## src/rtl/core/lfuvs_pkg.sv

```systemverilog
// lfuvs_pkg: shared types, codes and sizes of the lfu victim select block
// depends on nothing; imported by every module under rtl/core
package lfuvs_pkg;

  // table size and derived widths
  localparam int FRAME_COUNT = 1024;
  localparam int ADDR_W      = $clog2(FRAME_COUNT);
  localparam int FRAME_W     = 10;
  localparam int COUNT_W     = 16;
  localparam int PAGE_W      = 20;
  localparam int CMP_W       = ((ADDR_W > FRAME_W) ? ADDR_W : FRAME_W) + 1;

  localparam logic [ADDR_W-1:0] LAST_ADDR = ADDR_W'(FRAME_COUNT - 1);

  // operation codes of an input beat
  localparam logic OP_WRITE  = 1'b0;
  localparam logic OP_SELECT = 1'b1;

  // result status codes
  typedef enum logic [1:0] {
    STAT_WRITE_DONE = 2'd0,
    STAT_FOUND      = 2'd1,
    STAT_NO_PAGE    = 2'd2
  } status_t;

  // sequencer states
  typedef enum logic [2:0] {
    ST_CLEAR,
    ST_IDLE,
    ST_SCAN,
    ST_DRAIN,
    ST_RESP
  } state_t;

  // one frame table entry
  typedef struct packed {
    logic               holds_page;
    logic [COUNT_W-1:0] use_count;
    logic [PAGE_W-1:0]  page_number;
  } entry_t;

  // table port request from the sequencer
  typedef struct packed {
    logic              wr_en;
    logic [ADDR_W-1:0] wr_addr;
    entry_t            wr_data;
    logic              rd_en;
    logic [ADDR_W-1:0] rd_addr;
  } tbl_req_t;

  // control of the shared compare unit
  typedef struct packed {
    logic              clr;
    logic              en;
    logic [ADDR_W-1:0] idx;
  } cmp_ctl_t;

endpackage

```

## src/rtl/core/lfuvs_ctrl.sv

```systemverilog
// lfuvs_ctrl: sequencer for clearing, writes and victim scans, plus result register
// depends on lfuvs_pkg
module lfuvs_ctrl
  import lfuvs_pkg::*;
(
  input  logic               clk,
  input  logic               rst_n,
  input  logic               in_valid,
  output logic               in_ready,
  input  logic               in_op,
  input  logic [FRAME_W-1:0] in_frame_index,
  input  logic               in_holds_page,
  input  logic [COUNT_W-1:0] in_use_count,
  input  logic [PAGE_W-1:0]  in_page_number,
  output logic               out_valid,
  input  logic               out_ready,
  output logic [FRAME_W-1:0] out_victim_frame,
  output logic [1:0]         out_status,
  output tbl_req_t           tbl_req,
  output cmp_ctl_t           cmp_ctl,
  input  logic               cmp_found,
  input  logic [ADDR_W-1:0]  cmp_best_idx
);

  state_t             state_r, state_nxt;
  logic [ADDR_W-1:0]  cnt_r, cnt_nxt;
  logic               rd_vld_r, rd_vld_nxt;
  logic [ADDR_W-1:0]  rd_addr_r, rd_addr_nxt;
  logic               out_valid_r, out_valid_nxt;
  logic [FRAME_W-1:0] out_frame_r, out_frame_nxt;
  status_t            out_status_r, out_status_nxt;

  logic in_fire;
  logic out_free;
  logic in_range;
  logic cnt_last;
  logic wr_fire;
  logic sel_fire;
  logic resp_load;

  // handshake terms
  assign out_free = !out_valid_r || out_ready;
  assign in_ready = (state_r == ST_IDLE) && out_free;
  assign in_fire  = in_valid && in_ready;
  assign wr_fire  = in_fire && (in_op == OP_WRITE);
  assign sel_fire = in_fire && (in_op == OP_SELECT);
  assign in_range = CMP_W'(in_frame_index) < CMP_W'(FRAME_COUNT);
  assign cnt_last = cnt_r == LAST_ADDR;
  assign resp_load = (state_r == ST_RESP) && out_free;

  // next state
  always_comb begin
    state_nxt = state_r;
    unique case (state_r)
      ST_CLEAR: if (cnt_last) state_nxt = ST_IDLE;
      ST_IDLE:  if (sel_fire) state_nxt = ST_SCAN;
      ST_SCAN:  if (cnt_last) state_nxt = ST_DRAIN;
      ST_DRAIN: state_nxt = ST_RESP;
      ST_RESP:  if (out_free) state_nxt = ST_IDLE;
      default:  state_nxt = ST_CLEAR;
    endcase
  end

  // state outputs: table port, compare unit, sweep counter
  always_comb begin
    tbl_req.wr_en   = 1'b0;
    tbl_req.wr_addr = ADDR_W'(in_frame_index);
    tbl_req.wr_data = '{holds_page: in_holds_page, use_count: in_use_count,
                        page_number: in_page_number};
    tbl_req.rd_en   = 1'b0;
    tbl_req.rd_addr = cnt_r;
    cmp_ctl.clr     = 1'b0;
    cmp_ctl.en      = rd_vld_r;
    cmp_ctl.idx     = rd_addr_r;
    cnt_nxt         = '0;
    rd_vld_nxt      = 1'b0;
    rd_addr_nxt     = cnt_r;
    unique case (state_r)
      ST_CLEAR: begin
        tbl_req.wr_en   = 1'b1;
        tbl_req.wr_addr = cnt_r;
        tbl_req.wr_data = '0;
        cnt_nxt         = cnt_last ? '0 : cnt_r + 1'b1;
      end
      ST_IDLE: begin
        tbl_req.wr_en = wr_fire && in_range;
        cmp_ctl.clr   = sel_fire;
      end
      ST_SCAN: begin
        tbl_req.rd_en = 1'b1;
        rd_vld_nxt    = 1'b1;
        cnt_nxt       = cnt_last ? '0 : cnt_r + 1'b1;
      end
      ST_DRAIN, ST_RESP: begin
      end
      default: begin
      end
    endcase
  end

  // result register
  always_comb begin
    out_valid_nxt  = out_valid_r && !out_ready;
    out_frame_nxt  = out_frame_r;
    out_status_nxt = out_status_r;
    priority if (wr_fire) begin
      out_valid_nxt  = 1'b1;
      out_frame_nxt  = '0;
      out_status_nxt = STAT_WRITE_DONE;
    end else if (resp_load) begin
      out_valid_nxt  = 1'b1;
      out_frame_nxt  = cmp_found ? FRAME_W'(cmp_best_idx) : '0;
      out_status_nxt = cmp_found ? STAT_FOUND : STAT_NO_PAGE;
    end
  end

  // control registers
  always_ff @(posedge clk) begin
    if (!rst_n) begin
      state_r     <= ST_CLEAR;
      cnt_r       <= '0;
      rd_vld_r    <= 1'b0;
      out_valid_r <= 1'b0;
    end else begin
      state_r     <= state_nxt;
      cnt_r       <= cnt_nxt;
      rd_vld_r    <= rd_vld_nxt;
      out_valid_r <= out_valid_nxt;
    end
  end

  // payload registers
  always_ff @(posedge clk) begin
    rd_addr_r    <= rd_addr_nxt;
    out_frame_r  <= out_frame_nxt;
    out_status_r <= out_status_nxt;
  end

  assign out_valid        = out_valid_r;
  assign out_victim_frame = out_frame_r;
  assign out_status       = out_status_r;

endmodule

```

## config.mk

```make
export PLATFORM = sky130hd
export DESIGN_NAME = lfuvs_ctrl
export DESIGN_NICKNAME = d
export VERILOG_FILES = /design/src/rtl/core/lfuvs_pkg.sv /design/src/rtl/core/lfuvs_ctrl.sv
export SDC_FILE = /design/constraint.sdc
export NUM_CORES = 1
export LEC_CHECK = 0
export BUFFER_PORTS_ARGS = -buffer_cell sky130_fd_sc_hd__buf_4
export CORE_MARGIN = 4
export CORE_UTILIZATION = 36
export CTS_BUF_LIST = sky130_fd_sc_hd__clkbuf_2 sky130_fd_sc_hd__clkbuf_4 sky130_fd_sc_hd__clkbuf_8
export DETAILED_ROUTE_END_ITERATION = 16
export HOLD_SLACK_MARGIN = 0.05
export PLACE_DENSITY = 0.85
export RECOVER_POWER = 25
export SLEW_MARGIN = 20
export SYNTH_ARGS = -nofsm -noshare
export SYNTH_HDL_FRONTEND = slang
export SYNTH_SLANG_ARGS = --single-unit
export TNS_END_PERCENT = 100
```

## constraint.sdc

```tcl
create_clock -name clk -period 1.5 [get_ports clk]
set_clock_uncertainty 0.2 [all_clocks]
set_input_delay 0.15 -clock clk [delete_from_list [all_inputs] [get_ports clk]]
set_output_delay 0.15 -clock clk [all_outputs]
set_load 0.02 [all_outputs]
```

==> results.yml <==
power:
  p_leak_nw: 1.83
  finalPower_mw: 2.11
  peakVddDrop_mv: 0.721
  cellPowerDensity_nw_per_um2: 534
place:
  dp.cells: 440
  dp_hpwl_um: 4970
  dp_worst_setup_slack_ns: -0.176
  gp_congestion: 0.762
  portBuffers: 147
yosys:
  synth_edf_count: 0
  ys_ff_latch: 37
  async_reset_ff_share_pct: 0
  ys_seq_area_share_pct: 41.2
  synth_area_um2: 1800
  synth_area_per_cell_um2: 8.60
  synth_nets: 273
  syn_inst: 209
  yosysWarnings: 0
  yosysUniqueCellTypes: 39
  synth_flop_cell: "dfxtp_1"
floorplanning:
  die_x_um: 78.7
  initial_utilization_pct: 37.6
  io_pins: 148
  fp.dieArea_um2: 6190
  die_h_um: 78.7
  rows: 25
  coreArea_um2: 4790
layout:
  most-common-layout-cells: "165 x buf_4, 28 x buf_6, 26 x dfxtp_1"
  n_antenna_cell: 0
  drive_gt1_share_pct: 68.2
  final_common_cell: "buf_4"
  synthToLayoutAreaGrowth_pct: 120
  utilization_pct: 82.5
  final_cells: 476
  final_nets: 472
  fill_cells: 293
min_path:
  min_to: "state_r[0]$_SDFFE_PN0P_"
  whs_path_depth: 3
  holdCritPathClass: "in2reg"
  hold_path.startpoint: "in_op"
timing:
  min_period_ns: 1.92
  tns_ns: -19.29
  drv_slew: 0
  slew_headroom_pct: 80.9
  tightest_slew_ns: 0.287
  setup-violations-final: 70
  max_freq_mhz: 521
  hold_viol: 0
  fin_ws_ns: -0.419
  timing.final.crit_share_pct: 128
  rsz0062_at_grt: "yes"
outcome:
  failed_checks: "setup timing"
  outcome: "finished, violations left"
grt:
  grt_max_degree: 16
  grt_pass1_vias: 2433
  grt_pass1_wl_um: 11400
  antenna_found_initial: 0
  grt.total_usage_pct: 23.0
  grt_overflow: 0
worst_setup_path:
  r2r_end: "cnt_r[9]$_SDFF_PP0_"
  crit_fanout: 8
  r2r_setup_slack_ns: -0.33
  cp.arrival_ns: 1.57
  reg2reg_from: "state_r[2]$_SDFFE_PN0P_"
  cp-start-kind: "flop"
  crit_type: "reg2out"
  end_kind: "primary output"
  cp.required_ns: 1.15
  ff2ff_path_depth: 5
drt:
  drt_iter0_markers: 48
  ant_nets: 0
  wl_um: 7680
  drc: 0
  via_per_inst: 4.89
  wl_per_cell_um: 16.1
  via_count: 2328
  dr.pass1.iters: 5
cts:
  cts_buffer_depth: 2
  clockRootBuffer: "clkbuf_8"
  clock-sinks: 37
  cts_tree: "yes"
  h-tree-depth: 2
  cts_buffers: 5
  clkTransAtPathRegs_ns: 0.07
  clkLatencyLatePin_ns: 0.29
job:
  cap_violations: 0
## cell type report
class | instances | area, um2 | area share (%)
timing repair buffer | 210 | 1770 | 44.9
clock inverter | 3 | 17.5 | 0.443
multi-input combinational | 149 | 1220 | 30.8
sequential | 37 | 767 | 19.4
tap | 67 | 83.8 | 2.12
inverter | 5 | 21.3 | 0.538
clock buffer | 5 | 68.8 | 1.74
## metrics by stage
step,area [um2],hold WS (ns)
floorplan,1970,0.0675
global placement,3310,0.211
detailed placement,3310,0.215
CTS,3830,0.0939
global route,3950,0.139
finish,3950,0.109
## routing by layer
layer	routed length (um)	GRT usage (%)
met2	4380	45.2
met5	0	0
met1	2790	23.8
met3	359	4.70
met4	150	7.52
## how the worst max path moves through the flow
stage	start	to	slack, ns	cells past startpoint
after floorplan	state_r[0]$_SDFFE_PN0P_	tbl_req[48]	-0.06	4
after global placement	state_r[0]$_SDFFE_PN0P_	tbl_req[58]	-0.13	4
after detailed placement	state_r[0]$_SDFFE_PN0P_	tbl_req[58]	-0.18	4
after CTS	state_r[2]$_SDFFE_PN0P_	tbl_req[49]	-0.42	5
after global routing	state_r[2]$_SDFFE_PN0P_	tbl_req[16]	-0.45	7
final	state_r[2]$_SDFFE_PN0P_	tbl_req[53]	-0.42	5
## Yosys cell counts, drive strengths merged (2+ instances only)
| cell type | number | area share, % |
|---|---|---|
| buf | 9 | 2.8 |
| nand2 | 6 | 1.3 |
| nor3b | 2 | 1.1 |
| or3b | 2 | 1.1 |
| o21ai | 15 | 4.2 |
| xnor2 | 2 | 0.97 |
| nand3 | 4 | 1.1 |
| clkbuf | 9 | 1.9 |
| a21oi | 17 | 4.7 |
| nand2b | 5 | 1.7 |
| dfxtp | 37 | 41 |
| nor2b | 38 | 13 |
| or2 | 2 | 0.70 |
| nand4 | 13 | 4.5 |
| nor2 | 9 | 1.9 |
| inv | 5 | 1.0 |
| o31ai | 2 | 0.83 |
| mux2 | 10 | 6.3 |
| nor3 | 2 | 0.56 |
| or3 | 3 | 1.0 |
| or4 | 3 | 1.3 |
## report_power, final
part | switching (mW) | total, mW | internal [mW]
combinational | 0.142 | 0.393 | 0.251
clock | 0.367 | 0.687 | 0.320
sequential | 0.0214 | 1.03 | 1.01
## what timing repair did
action                     4_1_cts  5_1_grt
cloned                           3        1
buffers inserted                 7        6
resized for setup               55       22
hold endpoints to repair        14        0
pin swaps                        8        5
hold buffers                    12        0
setup endpoints to repair       66       75
## sequential cells by signal (all words and copies together), names as in the netlist
signal	count
out_victim_frame	10
out_valid	1
state_r	3
cnt_r	10
rd_vld_r	1
out_status	2
rd_addr_r	10
## cells by family (layout without fill, tap and decap cells)
logic type | after synthesis | after routing | synth area share (%)
buffers and inverters | 23 | 223 | 5.71
adders and majority gates | 1 | 1 | 0.696
AOI/OAI and AO/OA | 42 | 42 | 13.4
xor gates and xnor gates | 3 | 3 | 1.46
and+or+nand+nor | 93 | 93 | 31.3
DFF | 37 | 37 | 41.2
muxes | 10 | 10 | 6.26
## critical path: stages, from the launching register on
cell     delay, ns
dfxtp_4       0.37
nor3_4        0.20
buf_12        0.14
buf_12        0.13
mux2_4        0.31
buf_6         0.13
(Power assumes the default switching activity.)
