### src/rtl/core/lfuvs_pkg.sv
// lfuvs_pkg: shared types, codes and sizes of the lfu victim select block
// depends on nothing; imported by every module under rtl/core
package lfuvs_pkg;

  // table size and derived widths
  localparam int FRAME_COUNT = 1024;
  localparam int ADDR_W      = $clog2(FRAME_COUNT);
  localparam int FRAME_W     = 10;
  localparam int COUNT_W     = 16;
  localparam int PAGE_W      = 20;
  localparam int CMP_W       = ((ADDR_W > FRAME_W) ? ADDR_W : FRAME_W) + 1;

  localparam logic [ADDR_W-1:0] LAST_ADDR = ADDR_W'(FRAME_COUNT - 1);

  // operation codes of an input beat
  localparam logic OP_WRITE  = 1'b0;
  localparam logic OP_SELECT = 1'b1;

  // result status codes
  typedef enum logic [1:0] {
    STAT_WRITE_DONE = 2'd0,
    STAT_FOUND      = 2'd1,
    STAT_NO_PAGE    = 2'd2
  } status_t;

  // sequencer states
  typedef enum logic [2:0] {
    ST_CLEAR,
    ST_IDLE,
    ST_SCAN,
    ST_DRAIN,
    ST_RESP
  } state_t;

  // one frame table entry
  typedef struct packed {
    logic               holds_page;
    logic [COUNT_W-1:0] use_count;
    logic [PAGE_W-1:0]  page_number;
  } entry_t;

  // table port request from the sequencer
  typedef struct packed {
    logic              wr_en;
    logic [ADDR_W-1:0] wr_addr;
    entry_t            wr_data;
    logic              rd_en;
    logic [ADDR_W-1:0] rd_addr;
  } tbl_req_t;

  // control of the shared compare unit
  typedef struct packed {
    logic              clr;
    logic              en;
    logic [ADDR_W-1:0] idx;
  } cmp_ctl_t;

endpackage

### src/rtl/core/lfuvs_cmp.sv
// lfuvs_cmp: shared compare unit holding the best candidate of a running scan
// depends on lfuvs_pkg
module lfuvs_cmp
  import lfuvs_pkg::*;
(
  input  logic              clk,
  input  logic              rst_n,
  input  cmp_ctl_t          ctl,
  input  entry_t            ent,
  output logic              found,
  output logic [ADDR_W-1:0] best_idx
);

  logic               found_r, found_nxt;
  logic [ADDR_W-1:0]  best_idx_r, best_idx_nxt;
  logic [COUNT_W-1:0] best_cnt_r, best_cnt_nxt;
  logic [PAGE_W-1:0]  best_page_r, best_page_nxt;
  logic               take;

  // smaller count wins, on equal counts a strictly larger page wins
  assign take = ctl.en && ent.holds_page &&
                (!found_r || (ent.use_count < best_cnt_r) ||
                 ((ent.use_count == best_cnt_r) && (ent.page_number > best_page_r)));

  always_comb begin
    found_nxt     = found_r;
    best_idx_nxt  = best_idx_r;
    best_cnt_nxt  = best_cnt_r;
    best_page_nxt = best_page_r;
    priority if (ctl.clr) begin
      found_nxt = 1'b0;
    end else if (take) begin
      found_nxt     = 1'b1;
      best_idx_nxt  = ctl.idx;
      best_cnt_nxt  = ent.use_count;
      best_page_nxt = ent.page_number;
    end
  end

  // found flag is control state
  always_ff @(posedge clk) begin
    if (!rst_n) begin
      found_r <= 1'b0;
    end else begin
      found_r <= found_nxt;
    end
  end

  // best candidate payload
  always_ff @(posedge clk) begin
    best_idx_r  <= best_idx_nxt;
    best_cnt_r  <= best_cnt_nxt;
    best_page_r <= best_page_nxt;
  end

  assign found    = found_r;
  assign best_idx = best_idx_r;

endmodule

### config.mk
export PLATFORM = sky130hd
export DESIGN_NAME = lfuvs_cmp
export DESIGN_NICKNAME = d
export VERILOG_FILES = /design/src/rtl/core/lfuvs_pkg.sv /design/src/rtl/core/lfuvs_cmp.sv
export SDC_FILE = /design/constraint.sdc
export NUM_CORES = 1
export LEC_CHECK = 0
export BUFFER_PORTS_ARGS = -buffer_cell sky130_fd_sc_hd__buf_4
export CAP_MARGIN = 20
export CORE_MARGIN = 5
export CORE_UTILIZATION = 59
export CTS_BUF_LIST = sky130_fd_sc_hd__clkbuf_8
export CTS_CLUSTER_SIZE = 16
export DETAILED_ROUTE_END_ITERATION = 12
export PLACE_DENSITY = 0.89
export REMOVE_ABC_BUFFERS = 1
export SYNTH_ARGS = -nofsm -noshare
export SYNTH_HDL_FRONTEND = slang
export SYNTH_SLANG_ARGS = --single-unit
### constraint.sdc
create_clock -name clk -period 9.1 [get_ports clk]
set_input_delay 1.82 -clock clk [delete_from_list [all_inputs] [get_ports clk]]
set_output_delay 1.82 -clock clk [all_outputs]
set_load 0.005 [all_outputs]
==> impl_metrics.json, run 1 <==
{
  "yosysTopAreaCell": "edfxtp_1",
  "clk_latency_ns": 0.30,
  "tns_ns": 0,
  "antenna_left": 0,
  "port_buffers": 61,
  "dp_hpwl_um": 3490,
  "cts-root-buf": "clkbuf_8",
  "dp_cells": 292,
  "yosysUniqueCellTypes": 25,
  "cts_tree": "done",
  "power_frac_comb_pct": 12.2,
  "gp_congestion": 0.796,
  "synthCells": 180,
  "dieArea_um2": 5370,
  "wl_per_cell_um": 14.2,
  "critPathMaxFanout": 24,
  "worstSetupStartpointType": "primary input",
  "cts_hold_buf": 0,
  "drt-total-wl_um": 4250,
  "cts.sink_count": 47,
  "required_ns": 9.07,
  "antenna_found_initial": 0,
  "vias": 1565,
  "pin_count": 62,
  "max_freq_mhz": 247,
  "min_path_cells": 2,
  "power.leakage_nw": 1.38,
  "ctsResizeCount": 0,
  "p_int_uw": 326,
  "antennaDiodeCount": 0,
  "peakVddDrop_v": 0.000117,
  "synth_seq_cells": 47,
  "fillers": 279,
  "postSynthAreaPerCell_um2": 13.1,
  "syn_area_um2": 2360,
  "grtUsageTotal_pct": 16.1,
  "fin_hold_ws_ns": 0.565,
  "clock_path_buffers": 2,
  "cp-end-kind": "flip-flop",
  "clk_pin_slew_ns": 0.08,
  "r2r_cells": 7,
  "dr.first_iter.drc_count": 70,
  "relSlewSlack_pct": 60.1,
  "cts_buffers": 5,
  "grt-ovfl-total": 0,
  "finalNonFillerCells": 300,
  "grt_pass1_vias": 1490,
  "hold_path_class": "reg2reg",
  "power_switching_uw": 92.8,
  "grt_max_degree": 25,
  "rows": 23,
  "drc": 0,
  "first_pass_iters": 4,
  "drive_gt1_share_pct": 30.0,
  "syn_to_final_growth_pct": 26.2,
  "fin_skew_ns": 0.00750,
  "nNetsFinal": 336,
  "cts_setup_buffers": 0,
  "cp_data_arrival_time_ns": 4.02,
  "powerDensity_nw_per_um2": 140,
  "worstMarginPinSlew_ns": 0.599,
  "die_h_um": 73.3,
  "setup_viol": 0,
  "hold_violations": 0,
  "initial_utilization_pct": 59.9,
  "design_area_um2": 2980,
  "grt_pass1_wl_um": 6440,
  "seqPwrFrac_pct": 58.9,
  "htreeDepth": 2,
  "yosys_warnings": 0,
  "via_per_inst": 5.22,
  "slew_violations": 0,
  "maxCapViolCount": 0,
  "rsz0062_at_grt": "false",
  "crit_type": "in2reg",
  "pwr-share-clk_pct": 28.9,
  "period_share_pct": 44.4,
  "sw_frac_of_total_pct": 22.2,
  "synth_top_area_share_pct": 58.5,
  "run_status": "completed",
  "placed_area_um2": 2890,
  "die_x_um": 73.3,
  "ys_top_cells_by_area": "edfxtp_1, ha_1, inv_1",
  "core_region_area_um2": 3940,
  "synth_seq_area_share_pct": 59.4,
  "period_needed_ns": 4.04
}
[layout by cell type, fill, tap and decap left out, types with 2 or more instances in the layout]
cell,instances
clkinvlp_4,2
clkbuf_8,5
nor2_1,4
and4_1,5
nand2_1,11
a21oi_1,14
buf_4,62
ha_1,36
o21ai_0,4
nand4_1,3
inv_1,37
edfxtp_1,46
nand3_1,3
a21o_1,3
[cells by family (layout without fill, tap and decap cells)]
| family | count (synthesis) | in the layout | synth area share, % |
|---|---|---|---|
| and+or+nand+nor | 31 | 31 | 7.58 |
| buffers and inverters | 37 | 107 | 5.88 |
| adders and majority gates | 36 | 36 | 19.1 |
| AOI/OAI and AO/OA | 29 | 29 | 8.11 |
| DFF | 47 | 47 | 59.4 |
[stage by stage]
step | utilization, % | worst slack (ns) | total power, mW
finish | 75.6 | 5.06 | 0.418
global route | 75.6 | 4.89 | 0.438
CTS | 75.6 | 5.04 | 0.423
detailed placement | 73.3 | 4.70 | 0.303
global placement | 73.3 | 4.73 | 0.300
floorplan | - | 4.63 | 0.274
[routing by layer]
metal | up-vias | share of wire, % | wire length (um) | global-route usage [%]
met1 | 715 | 41 | 1750 | 19.2
li1 | 790 | - | - | -
met5 | - | 0 | 0 | 0
met3 | 9 | 8.1 | 344 | 3.83
met2 | 51 | 49 | 2060 | 27.4
met4 | 0 | 2.2 | 95 | 7.58
[synthesized netlist by cell type]
master,count
nor2_1,4
nor3b_1,1
and4_1,5
o211ai_1,1
o21ai_0,4
nand2b_1,1
nor2b_1,1
nand3_1,3
a21o_1,3
a221o_1,1
nor4_2,1
nand2_1,11
a221oi_1,1
edfxtp_1,46
dfxtp_1,1
o2111ai_1,1
nand4_2,1
inv_1,37
a2111oi_2,1
a32o_1,1
nand4_1,3
a21oi_1,14
ha_1,36
o31ai_1,1
a21boi_2,1
[path summary, 6_finish.rpt]
| check | startpoint | end | slack, ns |
|---|---|---|---|
| worst min-delay path | found | found | 0.56 |
| worst min register to register | found | found | 0.56 |
| worst max register to register | best_page_r[10] | best_cnt_r[1] | 6.32 |
| worst max-delay path | ent[7] | best_cnt_r[1] | 5.06 |
[registers in the layout (all words and copies together) (netlist names)]
signal	count
found	1
best_idx	10
best_cnt_r	16
best_page_r	20
[power groups by stage]
stage | combinational, mW | sequential [mW] | clock (mW)
CTS | 0.0516 | 0.246 | 0.125
finish | 0.0510 | 0.246 | 0.121
global route | 0.0576 | 0.247 | 0.134
global placement | 0.0490 | 0.251 | 0
detailed placement | 0.0514 | 0.251 | 0
floorplan | 0.0226 | 0.251 | 0
[final cells by class]
type                            count  area [um2]  share of cell area, %
Sequential cell                    47        1400                   47.0
Multi-Input combinational cell     96         822                   27.6
Timing Repair Buffer               62         465                   15.6
Inverter                           37         139                   4.66
Clock buffer                        5        68.8                   2.31
Tap cell                           50        62.6                   2.10
Clock inverter                      3        20.0                  0.672
[critical path: stages]
cell,delay [ns]
buf_4,0.11
ha_1,0.31
and4_1,0.21
and4_1,0.22
a2111oi_2,0.30
a32o_2,0.62
buf_4,0.41
(Power assumes the default switching activity.)
==> inputs of run 2 (changes only) <==
Settings changed: ABC_AREA set to 1, CORE_UTILIZATION 59 to 50, PLACE_DENSITY 0.89 to 0.8.
Clock period 9.1 ns to 3.7 ns, I/O delays scaled along.
==> run 2 against run 1 <==
Routed wire length decreased by 0.31%. Clock skew is 0.0040 ns higher. Hold slack worse by 0.028 ns. Highest routed layer unchanged. Cell area grew 4.8%. Largest cell class unchanged. Via count up 5.7%. Final cell count increased by 22%. Combinational power increased to 2.6 times the previous value. Sequential power is 150% higher.
==> impl_metrics.json, run 2 <==
{
  "antenna_found_initial": 0,
  "initial_utilization_pct": 51.9,
  "fin_util_pct": 65.7,
  "peakVddDrop_v": 0.000240,
  "mostFrequentLayoutCell": "buf_4",
  "rows": 25,
  "yosysMostFrequentCell": "inv_1",
  "crit_type": "in2reg",
  "cts_setup_buffers": 0,
  "yosysTopAreaCell": "edfxtp_1",
  "ys_top_cells_by_area": "edfxtp_1, ha_1, inv_1",
  "cp-end-kind": "flip-flop",
  "hold_violations": 0,
  "synthCells": 229,
  "grt_pass1_wl_um": 7000,
  "nNetsFinal": 385,
  "via_per_inst": 4.52,
  "min_path_cells": 2,
  "htreeDepth": 2,
  "relSlewSlack_pct": 66.8,
  "first_pass_iters": 4,
  "fillers": 406,
  "maxCapViolCount": 0,
  "drive_gt1_share_pct": 26.8,
  "power_switching_uw": 236,
  "pwr-share-clk_pct": 28.7,
  "r2r_cells": 11,
  "ys.flop_type": "edfxtp_1",
  "syn_to_final_growth_pct": 26.5,
  "period_needed_ns": 2.54,
  "seqPwrFrac_pct": 58.3,
  "dieArea_um2": 6440,
  "power.leakage_nw": 1.54,
  "drc": 0,
  "p_int_uw": 802,
  "postSynth.asyncResetShare_pct": 0,
  "critPathMaxFanout": 33,
  "largest_register_ffs": 20,
  "run_status": "completed",
  "antennaDiodeCount": 0,
  "postSynthAreaPerCell_um2": 10.8,
  "max_freq_mhz": 393,
  "cts_tree": "done",
  "die_h_um": 80.3,
  "yosys_warnings": 0,
  "period_share_pct": 68.8,
  "dp_hpwl_um": 3380,
  "cp_data_arrival_time_ns": 2.53,
  "synth_edf_count": 46,
  "worstMarginPinSlew_ns": 0.497,
  "fin_hold_ws_ns": 0.537,
  "slew_violations": 0,
  "port_buffers": 61,
  "clock_path_buffers": 2,
  "synth_seq_area_share_pct": 56.8,
  "yosysUniqueCellTypes": 18,
  "powerDensity_nw_per_um2": 333,
  "dr.first_iter.drc_count": 49,
  "grt_max_degree": 34,
  "syn_area_um2": 2470,
  "grtUsageTotal_pct": 14.4,
  "core_region_area_um2": 4750,
  "regMostFlops": "best_page_r",
  "synth_common_cells": "inv_1, nand2_1, edfxtp_1",
  "grt-ovfl-total": 0,
  "ctsResizeCount": 0,
  "power_frac_comb_pct": 12.9,
  "clk_pin_slew_ns": 0.08,
  "antenna_left": 0,
  "drt-total-wl_um": 4240,
  "tns_ns": 0,
  "pin_count": 62,
  "hold_path_class": "reg2reg",
  "worstSetupStartpointType": "primary input",
  "vias": 1654,
  "wl_per_cell_um": 11.6,
  "gp_congestion": 0.731,
  "most-common-layout-cells": "buf_4, inv_1, nand2_1",
  "cts.sink_count": 47,
  "cts_buffers": 5,
  "synth_top_area_share_pct": 56.0,
  "fin_skew_ns": 0.0115,
  "grt_pass1_vias": 1647,
  "setup_viol": 0,
  "clk_latency_ns": 0.30,
  "rsz0062_at_grt": "false",
  "synth_seq_cells": 47,
  "cts_hold_buf": 0,
  "die_x_um": 80.3,
  "cts-root-buf": "clkbuf_8",
  "required_ns": 3.69,
  "sw_frac_of_total_pct": 22.8
}
run 2: metrics by stage:
step | cell area (um2) | instances | total power [mW] | worst slack, ns
after floorplan | 2470 | 229 | 0.684 | 0.352
after detailed placement | 3040 | 358 | 0.754 | 0.833
after global placement | 3040 | 358 | 0.750 | 0.856
after CTS | 3120 | 366 | 1.05 | 1.15
after global routing | 3120 | 366 | 1.10 | 1.01
final | 3120 | 366 | 1.04 | 1.16
run 2: area by class of cell:
cell class | count | area (um2) | share of cell area, %
clock inverters | 3 | 16.3 | 0.521
inverters | 56 | 210 | 6.73
multi-input cells | 126 | 865 | 27.7
clock buffers | 5 | 68.8 | 2.20
flip-flops and latches | 47 | 1400 | 44.9
repair buffers | 62 | 478 | 15.3
well taps | 67 | 83.8 | 2.68
run 2: routing by layer:
| metal | global-route usage (%) | part of all wire [%] |
|---|---|---|
| met4 | 5.07 | 0.68 |
| met3 | 4.37 | 5.8 |
| met5 | 0 | 0 |
| met2 | 23.5 | 49 |
| met1 | 17.9 | 45 |
run 2: power by group through the flow:
stage / Sequential [mW] / Clock (mW) / Combinational, mW
after floorplan: 0.618 / 0 / 0.0651
after global placement: 0.617 / 0 / 0.132
after detailed placement: 0.618 / 0 / 0.136
after CTS: 0.606 / 0.307 / 0.137
after global routing: 0.607 / 0.338 / 0.154
final: 0.606 / 0.298 / 0.134
run 2: cell families (layout without fill, tap and decap cells):
kind of cell,Yosys count,after routing,synth area share [%]
AO/OA/AOI/OAI,19,19,4.56
adder cells (fa/ha/maj),36,36,18.2
buffers and inverters,56,126,8.51
flip-flops,47,47,56.8
AND/OR/NAND/NOR,71,71,11.9
run 2: path summary, 6_finish.rpt:
check | startpoint | endpoint | slack, ns
worst max-delay path | ent[35] | best_cnt_r[12] | 1.16
worst min-delay path | found | found | 0.54
worst max register to register | best_cnt_r[15] | best_cnt_r[12] | 1.35
worst min register to register | found | found | 0.54
run 2: critical path, stage by stage:
cell,delay [ns]
buf_4,0.12
ha_1,0.29
nand2_1,0.08
inv_2,0.05
nand2_2,0.05
nor2_2,0.14
nand3_1,0.11
a21oi_1,0.13
nand2_1,0.11
a21oi_4,0.44
buf_12,0.28
==> inputs of run 3 (changes only) <==
Clock period 3.7 ns to 2.05 ns, I/O delays scaled along.
==> run 3 against run 2 <==
The run now ends with negative setup slack left. Largest cell class unchanged. Die area stayed put. First-iteration DRC count is 35% lower. Critical path depth is 1 higher. Sequential cell count stayed put. Critical endpoint is now best_page_r[2]. Count of clock-buffer cells in the layout stayed put. Register-to-register slack worse by 1.4 ns. Final cell count is 3.3% higher. Hold slack worse by 0.27 ns. Via count is 5.7% higher.
==> impl_metrics.json, run 3 (synthesis gave the netlist of run 2 again) <==
{
  "run_status": "finished, violations left",
  "drc": 0,
  "period_share_pct": 102,
  "clock_path_buffers": 2,
  "htreeDepth": 2,
  "peakVddDrop_v": 0.000410,
  "dp_cells": 363,
  "die_h_um": 80.3,
  "antenna_left": 0,
  "pin_count": 62,
  "critPathTopFamily": "buffers and inverters",
  "rows": 25,
  "drt-total-wl_um": 4740,
  "setup_viol": 26,
  "vias": 1748,
  "fillers": 357,
  "crit_type": "reg2reg",
  "cp_data_arrival_time_ns": 2.12,
  "drt-met1-wl_um": 2030,
  "wl_met3_um": 258,
  "drive_gt1_share_pct": 36.3,
  "rr_endpoint": "best_page_r[2]",
  "grt_max_degree": 28,
  "fin_hold_ws_ns": 0.270,
  "fin_util_pct": 72.3,
  "cts_buffers": 5,
  "mostFrequentLayoutCell": "buf_4",
  "power.leakage_nw": 1.64,
  "cp.depth": 12,
  "grt_pass1_wl_um": 7060,
  "crit_chain": "inv_1, ha_1, nand2_1, inv_2, nand2_2, nor2_4, nand3_2, a21oi_2, nand2_2, a21oi_4, buf_6, clkbuf_16",
  "design_area_um2": 3440,
  "setup_ws_ns": -0.0496,
  "max_freq_mhz": 476,
  "powerDensity_nw_per_um2": 600,
  "regMostFlops": "best_page_r",
  "hold_path_class": "in2reg",
  "clk_latency_ns": 0.30,
  "cp-end-kind": "flip-flop",
  "placed_area_um2": 3090,
  "relSlewSlack_pct": 87.2,
  "critical_path.max_stage_delay_ns": 0.33,
  "nNetsFinal": 397,
  "period_needed_ns": 2.10,
  "required_ns": 2.08,
  "cp_slowest_cell": "edfxtp_1",
  "most-common-layout-cells": "buf_4, nand2_1, edfxtp_1",
  "antenna_found_initial": 0,
  "r2r_cells": 12,
  "holdPathEnd": "found",
  "cts.sink_count": 47,
  "core_region_area_um2": 4750,
  "grtUsageTotal_pct": 14.2,
  "hold_violations": 0,
  "violations": "negative setup slack",
  "maxCapViolCount": 0,
  "via_per_inst": 4.62,
  "syn_to_final_growth_pct": 39.3,
  "antennaDiodeCount": 0,
  "worstSetupStartpointType": "flip-flop",
  "initial_utilization_pct": 51.9,
  "port_buffers": 61,
  "worstMarginPinSlew_ns": 0.192,
  "dp_hpwl_um": 3420,
  "slew_violations": 0,
  "clk_pin_slew_ns": 0.09,
  "gp_congestion": 0.708,
  "finalNonFillerCells": 378,
  "dp_worst_setup_slack_ns": -0.139,
  "fin_skew_ns": 0.00281,
  "cts-root-buf": "clkbuf_8",
  "rrSetupSlack_ns": -0.05,
  "met2_length_um": 2380,
  "cts_tree": "done",
  "reg2reg_from": "best_cnt_r[10]",
  "first_pass_iters": 4,
  "rsz0062_at_grt": "true",
  "wl_per_cell_um": 12.5,
  "path_buf_inv": 4,
  "min_from": "ctl[11]",
  "min_path_cells": 2,
  "grt-ovfl-total": 0,
  "die_x_um": 80.3,
  "top_layer_used": "met4",
  "cts_hold_buf": 0,
  "critPathMaxFanout": 5,
  "cp_common_cell": "nand2_2",
  "grt_pass1_vias": 1692,
  "dr.first_iter.drc_count": 32,
  "dieArea_um2": 6440,
  "largest_register_ffs": 20
}
-- run 3: through the flow --
step                setup TNS [ns]  total power, mW
finish                      -0.678             2.06
CTS                              0             2.05
floorplan                   -44.55             1.23
detailed placement           -5.72             1.37
global placement             -5.35             1.36
global route                 -7.13             2.17
-- run 3: worst reg2reg max path, cell delays in order (launching register included) --
cell	delay [ns]
edfxtp_1	0.33
inv_1	0.04
ha_1	0.28
nand2_1	0.07
inv_2	0.07
nand2_2	0.07
nor2_4	0.13
nand3_2	0.09
a21oi_2	0.13
nand2_2	0.07
a21oi_4	0.22
buf_6	0.17
clkbuf_16	0.15
-- run 3: worst max-delay path by stage --
stage                         start              to  slack, ns
CTS                 best_page_r[15]     best_idx[2]       0.01
finish               best_cnt_r[10]  best_page_r[2]      -0.05
detailed placement          ent[35]     best_idx[2]      -0.14
global route         best_cnt_r[10]  best_page_r[1]      -0.21
global placement            ent[35]     best_idx[2]      -0.13
floorplan                   ent[19]   best_cnt_r[0]      -0.97
-- run 3: final cells by class --
type                            instances  area, um2  share of cell area, %
Tap cell                               67       83.8                   2.44
Sequential cell                        47       1400                   40.8
Inverter                               56        210                   6.11
Clock inverter                          3       42.5                   1.24
Timing Repair Buffer                   74        648                   18.9
Clock buffer                            5       68.8                   2.00
Multi-Input combinational cell        126        983                   28.6
-- run 3: timing repair --
item | CTS | global route
resized for setup | 0 | 23
endpoints found under the setup margin | 0 | 46
buffers inserted | 0 | 2
-- run 3: routing by layer --
layer / vias up / GRT usage [%]
met5: - / 0
met4: 0 / 4.05
met3: 8 / 4.04
met2: 40 / 25.7
met1: 790 / 16.1
li1: 910 / -
-- run 3: power by group --
| part | internal [mW] | total, mW | switching [mW] |
|---|---|---|---|
| combinational | 0.160 | 0.294 | 0.134 |
| clock | 0.364 | 0.676 | 0.312 |
| sequential | 1.09 | 1.09 | 0.00749 |
